**config.mk**
```make
export PLATFORM = sky130hd
export DESIGN_NAME = swm_cell
export DESIGN_NICKNAME = d
export VERILOG_FILES = /design/src/rtl/swm_pkg.sv /design/src/rtl/swm_cell.sv
export SDC_FILE = /design/constraint.sdc
export NUM_CORES = 1
export LEC_CHECK = 0
export ABC_AREA = 1
export BUFFER_PORTS_ARGS = -buffer_cell sky130_fd_sc_hd__buf_2
export CAP_MARGIN = 0
export CORE_MARGIN = 5
export CORE_UTILIZATION = 35
export DETAILED_ROUTE_END_ITERATION = 7
export PLACE_DENSITY = 0.67
export SLEW_MARGIN = 20
export SYNTH_ARGS = -nofsm -noshare
export SYNTH_HDL_FRONTEND = slang
export SYNTH_SLANG_ARGS = --single-unit
```
**constraint.sdc**
```tcl
create_clock -name clock -period 2.6 [get_ports clock]
set_input_delay 0.39 -clock clock [delete_from_list [all_inputs] [get_ports clock]]
set_output_delay 0.39 -clock clock [all_outputs]
set_load 0.005 [all_outputs]
```
**src/rtl/swm_pkg.sv**
```systemverilog
// swm_pkg: shared constants, types and cell commands for the sliding window median.
// No dependencies; compile first.
package swm_pkg;

   localparam int WINDOW_MAX  = 64;
   localparam int SAMPLE_BITS = 16;
   localparam int COUNT_BITS  = $clog2(WINDOW_MAX + 1);
   localparam int PTR_BITS    = $clog2(WINDOW_MAX);
   localparam int RESULT_BITS = 17;
   localparam int WSIZE_BITS  = 7;
   localparam logic [WSIZE_BITS-1:0] WSIZE_RESET = WSIZE_BITS'(3);

   typedef logic signed [SAMPLE_BITS-1:0] sample_type;

   typedef enum logic [1:0] {
      CELL_HOLD   = 2'd0,
      CELL_INSERT = 2'd1,
      CELL_DELETE = 2'd2,
      CELL_CLEAR  = 2'd3
   } cell_op_type;

   // command broadcast to every cell
   typedef struct packed {
      cell_op_type op;
      sample_type  key;
   } cell_cmd_type;

   // what a cell shows its neighbors
   typedef struct packed {
      sample_type val;
      logic       occ;
      logic       mov;
   } cell_type;

endpackage

```
**src/rtl/swm_cell.sv**
```systemverilog
// swm_cell: one slot of the sorted window; shifts toward or away from its neighbors.
// Depends on swm_pkg.
module swm_cell import swm_pkg::*; (
   input  logic         clock,
   input  logic         reset,
   input  cell_cmd_type cmd,
   input  cell_type     left,
   input  cell_type     right,
   output cell_type     out
);

   sample_type val_ff, val_in;
   logic       occ_ff, occ_in;
   logic       mov;

   // insert: slot is past the insertion point; delete: slot is at or past the victim
   always_comb begin
      unique case (cmd.op)
         CELL_INSERT: mov = !occ_ff || (val_ff > cmd.key);
         CELL_DELETE: mov = occ_ff && (val_ff >= cmd.key);
         CELL_HOLD:   mov = 1'b0;
         CELL_CLEAR:  mov = 1'b0;
         default:     mov = 1'b0;
      endcase
   end

   always_comb begin
      val_in = val_ff;
      occ_in = occ_ff;
      unique case (cmd.op)
         CELL_INSERT: begin
            val_in = left.mov ? left.val : (mov ? cmd.key : val_ff);
            occ_in = left.occ;
         end
         CELL_DELETE: begin
            val_in = mov ? right.val : val_ff;
            occ_in = mov ? right.occ : occ_ff;
         end
         CELL_CLEAR: begin
            occ_in = 1'b0;
         end
         CELL_HOLD: begin
         end
         default: begin
         end
      endcase
   end

   always_ff @(posedge clock) begin
      if (reset) begin
         occ_ff <= 1'b0;
      end else begin
         occ_ff <= occ_in;
      end
   end

   always_ff @(posedge clock) begin
      val_ff <= val_in;
   end

   assign out = '{val: val_ff, occ: occ_ff, mov: mov};

endmodule

```
# --- After elaboration in Yosys (flattened, before gate mapping) ---
# Cells that the tools add are included.
classes:
  add_sub_neg: 0
  n_mul: 0
  div: 0
  order_cmp: 2
  n_eq_ne: 5
  shift: 0
  n_mux: 7
  bitwise: 0
  n_reduce_logical: 9
ops:
  columns: ["op", "count"]
  rows:
  - ["2-to-1 mux 16 bit", 3]
  - ["case mux 16 bit (2 select lines)", 1]
  - [">= comparator 16 bit", 1]
  - ["greater-than comparator 16 bit", 1]
  - ["case mux 1 bit (3 select lines)", 2]
  - ["equality test 2 bit, second input constant", 2]
  - ["!= test 3 bit, second input constant", 1]
  - ["AND reduction 3 bit", 1]
  - ["nonzero test 3 bit", 1]
  - ["equality test 2 x 1 -> 1 bit, second input constant", 1]
  - ["logical NOT 2 bit", 1]
  - ["!= test 2 bit, second input constant", 1]
  - ["AND reduction 2 bit", 1]
  - ["nonzero test 2 bit", 1]
  - ["OR reduction 2 bit", 1]
  - ["logical AND 1 bit", 1]
  - ["logical NOT 1 bit", 1]
  - ["logical OR 1 bit", 1]
  - ["2-to-1 mux 1 bit", 1]
word_totals:
  ff_bits: 17
  latchBits: 0
  ram_bits: 0
  romBits: 0
  in_bits: 56
  out_inout_bits: 18
  wordCells: 25
  memories: 0

# --- Logic depth before layout (Yosys ltp) ---
depth:
  word_depth: 6
  mapped_depth: 16
  mapped_depth_nobuf: 16

# --- Worst setup path before layout ---
# No wires, ideal clock.
synth_path:
  path_type: "in2reg"
  from: "in cmd[15] (netlist bit)"
  to: "reg val_ff[0], enable pin"
  setup_ps: 372
  arrival_ps: 1814
  t_required_ps: 2228
  slack_ps: 415
  path_stages: 10
  n_path_buf: 0
  path_cell_list: "inv_1 > ha_1 > nand2_2 > o21bai_1 > nand2_1 > a21oi_2 > nand3_1 > a21boi_1 > o21ai_1 > nand2_1"
synth_via:
  elab_chain_cells: 5
  word_cells_on_any_way: 8
  cone_classes: "order compare: 2; eq/ne: 2; mux: 1; reduce/logical: 3"
synth_rtl:
  columns: ["element", "line", "rtl"]
  rows:
  - ["start: declaration", "swm_cell.sv:6", "input cell_cmd_type cmd,"]
  - [">= comparator 16 bit or greater-than comparator 16 bit (tied branches)", "swm_cell.sv:20, swm_cell.sv:19", null]
  - ["logical AND 1 bit or logical OR 1 bit (tied branches)", "swm_cell.sv:20, swm_cell.sv:19", null]
  - ["case mux 1 bit (3 select lines) *", "swm_cell.sv:18", "unique case (cmd.op)"]
  - ["!= test 3 bit (no line) or != test 2 bit (tied branches)", null, null]
  - ["AND reduction 3 bit (no line) *", null, null]
  - ["end signal: assignment", "swm_cell.sv:58", "val_ff <= val_in;"]
  - ["end: declaration", "swm_cell.sv:12", "sample_type val_ff, val_in;"]
# Every way passes the cells marked *; elsewhere a longest branch is shown, timed or not.
# A chain may end at the register's enable or synchronous reset.

==> results.md <==
* DP HPWL at 2.73 mm
* Post-cts gate resize count at 0
* Top cells by area, synth: edfxtp_1 35%, ha_1 14%, nand2_1 14%, inv_1 7.3%, a31oi_1 7.2%
* Min Tclk post-route at 2380 ps
* Die H at 72.8 µm
* Maximum vdd drop at 172 µV
* Post-CTS Setup Bufs at 0
* Standard-cell rows at 22
* First-pass GRT wire length at 5.44 mm
* CP Capture Type: primary output
* Initial Util at 36.9%
* Vias per inst at 4.61
* Data required, critical path at 2210 ps
* Power density over the cells at 424 nW/µm²
* Status: complete, no violations
* Total Nets Final at 327
* CTS tree: done
* Via Count at 1,393
* Global placer's final weighted congestion at 0.768
* CP max FO at 4
* Clk sinks at 17
* Clk buf depth at 2
* Setup violators final at 0
* Synthesized area per cell at 7.55 µm²
* GRT Overall Usage at 13.1%
* Cts-stage hold buffer count at 0
* Final max-slew violation count at 0
* Top cell type by total area after synthesis: edfxtp_1
* FF+latch count, synth at 17
* Routed length per instance at 11.4 µm
* Cells after Synth at 183
* Post-route DRC at 0
* Setup WS pre-CTS at 355 ps
* Ratio of final minimum period to clock period at 91.4%
* Skew-Pair Late Insertion Delay at 250 ps
* Fin. Hold Viols at 0
* Finished Layout Cells at 302
* CTS buffer count at 3
* Die W at 72.8 µm
* Leakage dissipation at 1.00 nW
* Worst path cell trace: ha_1, nand2_2, nor3_2, nand4_1, a21boi_1, o21ai_1, nand2_1, buf_2
* Core area at 3740 µm²
* Yosys cell types at 24
* Clock root cell: clkbuf_8
* Crit-path slowest cell: edfxtp_1
* Initial DRC Count at 45
* N_diodes at 0
* Post-synth top area share at 34.8%
* Synth Cell Area at 1380 µm²
* Worst slew pin tran at 549 ps
* Syn Nets at 255
* Worst Setup Start Kind: register
* Die ar. at 5300 µm²
* Maxcap violations at 0
* HP Class: in -> reg
* Htree depth at 1
* PnR worst setup slack at 225 ps
* Final Skew at 1.84 ps
* DRT antenna net count at 0
* Yosys Warn Count at 0
* WS Path Type: reg -> out
* Antenna violations before repair at 0
* Pin count of the biggest net entering global routing at 33
* Port bufs at 72
* Grt ovf at 0
* I/O pin total at 74
* Worst Hold Slack at 392 ps
* Fmax at 421 MHz
* Worst-path clk slew at 70 ps
* Number of global-route vias before repair at 1,274
* Largest stage delay, worst path at 390 ps
* Layout cell share with drive strength beyond 1 at 33.5%
* Post-Place Cells at 298
* Slew margin rel. at 63.4%
* RSZ-0062 raised after global routing: no
* DRT Wirelength at 3.45 mm
* CP arrival at 1990 ps
* First drt pass iteration count at 4
* Setup TNS at 0 ps
* P&R area growth vs syn at 32.3%
* Register area share after synthesis at 36.2%
[state kept, by name, summed over array words and instances (netlist names)]
name	count
val_ff	16
occ_ff	1
[worst paths after layout]
| check | startpoint | to | slack [ps] | depth (start not counted) |
|---|---|---|---|---|
| worst max-delay path | val_ff[15]$_DFFE_PP_ | out[0] | 220 | 8 |
| worst max register to register | val_ff[15]$_DFFE_PP_ | val_ff[0]$_DFFE_PP_ | 530 | 10 |
| worst min-delay path | reset | occ_ff$_SDFFE_PP0P_ | 390 | 3 |
| worst min register to register | occ_ff$_SDFFE_PP0P_ | occ_ff$_SDFFE_PP0P_ | 570 | 2 |
[layer usage]
layer | routed length (µm) | global-route usage [%]
met1 | 1590 | 17.2
met4 | 57 | 5.53
met3 | 251 | 1.79
met5 | 0 | 0
met2 | 1550 | 21.5
[layout by cell type (no fill, tap or decap), types with 2 or more instances in the layout]
cell type	instances
nand3_1	3
clkbuf_8	3
edfxtp_1	16
ha_1	16
a21oi_1	4
buf_4	3
a21oi_2	2
nand2_1	53
o21bai_1	2
a31oi_1	16
nand2_2	3
buf_2	72
nor2_1	22
nand4_1	2
inv_1	27
[per-stage QoR]
| stage | power [mW] | instance area (µm²) | util, % |
|---|---|---|---|
| 2_1_floorplan | 0.487 | 1380 | - |
| 3_3_place_gp | 0.581 | 1780 | 47.6 |
| 3_5_place_dp | 0.585 | 1780 | 47.6 |
| 4_1_cts | 0.789 | 1830 | 48.8 |
| 5_1_grt | 0.839 | 1830 | 48.8 |
| 6_report | 0.775 | 1830 | 48.8 |
[area by class of cell]
class	instances	area [µm²]
well taps	48	60.1
multi-input cells	131	738
clock buffers	4	45.0
inverters	27	101
fillers	422	1920
repair buffers	75	383
flip-flops and latches	17	500
[kinds of logic (layout without fill, tap and decap cells)]
group	after synthesis	in the layout	synth area share [%]
adder cells (fa/ha/maj)	16	16	14.5
flip-flops	17	17	36.2
buffers and inverters	35	106	10.3
AND/OR/NAND/NOR	86	86	25.5
AO/OA/AOI/OAI	29	29	13.4
[report_power, final]
part           leakage [nW]  internal, mW  switching (mW)
clock                0.0228         0.109          0.0910
sequential            0.161         0.332          0.0113
combinational         0.817         0.107           0.125
total                  1.00         0.548           0.227
[worst max-delay path, delay by kind of cell (launching register included)]
family,cells,cell delay [ps]
AND/OR/NAND/NOR,4,530
buffers and inverters,1,130
flip-flops,1,390
AO/OA/AOI/OAI,2,330
adder cells (fa/ha/maj),1,360
[cell usage after synthesis]
library cell,count
a21o_1,1
inv_1,27
o21bai_1,2
o21ai_0,1
ha_1,16
a22oi_1,1
nand2_1,53
nor2_1,22
nand3_1,3
edfxtp_1,16
buf_2,3
nand3_2,1
a21oi_1,4
a21boi_1,1
nand4_1,2
a31oi_1,16
clkbuf_1,3
nor3_2,1
buf_4,2
nor3_1,1
a21oi_2,2
o21ai_1,1
nand2_2,3
dfxtp_1,1
Power figures use the tool's default switching activity.
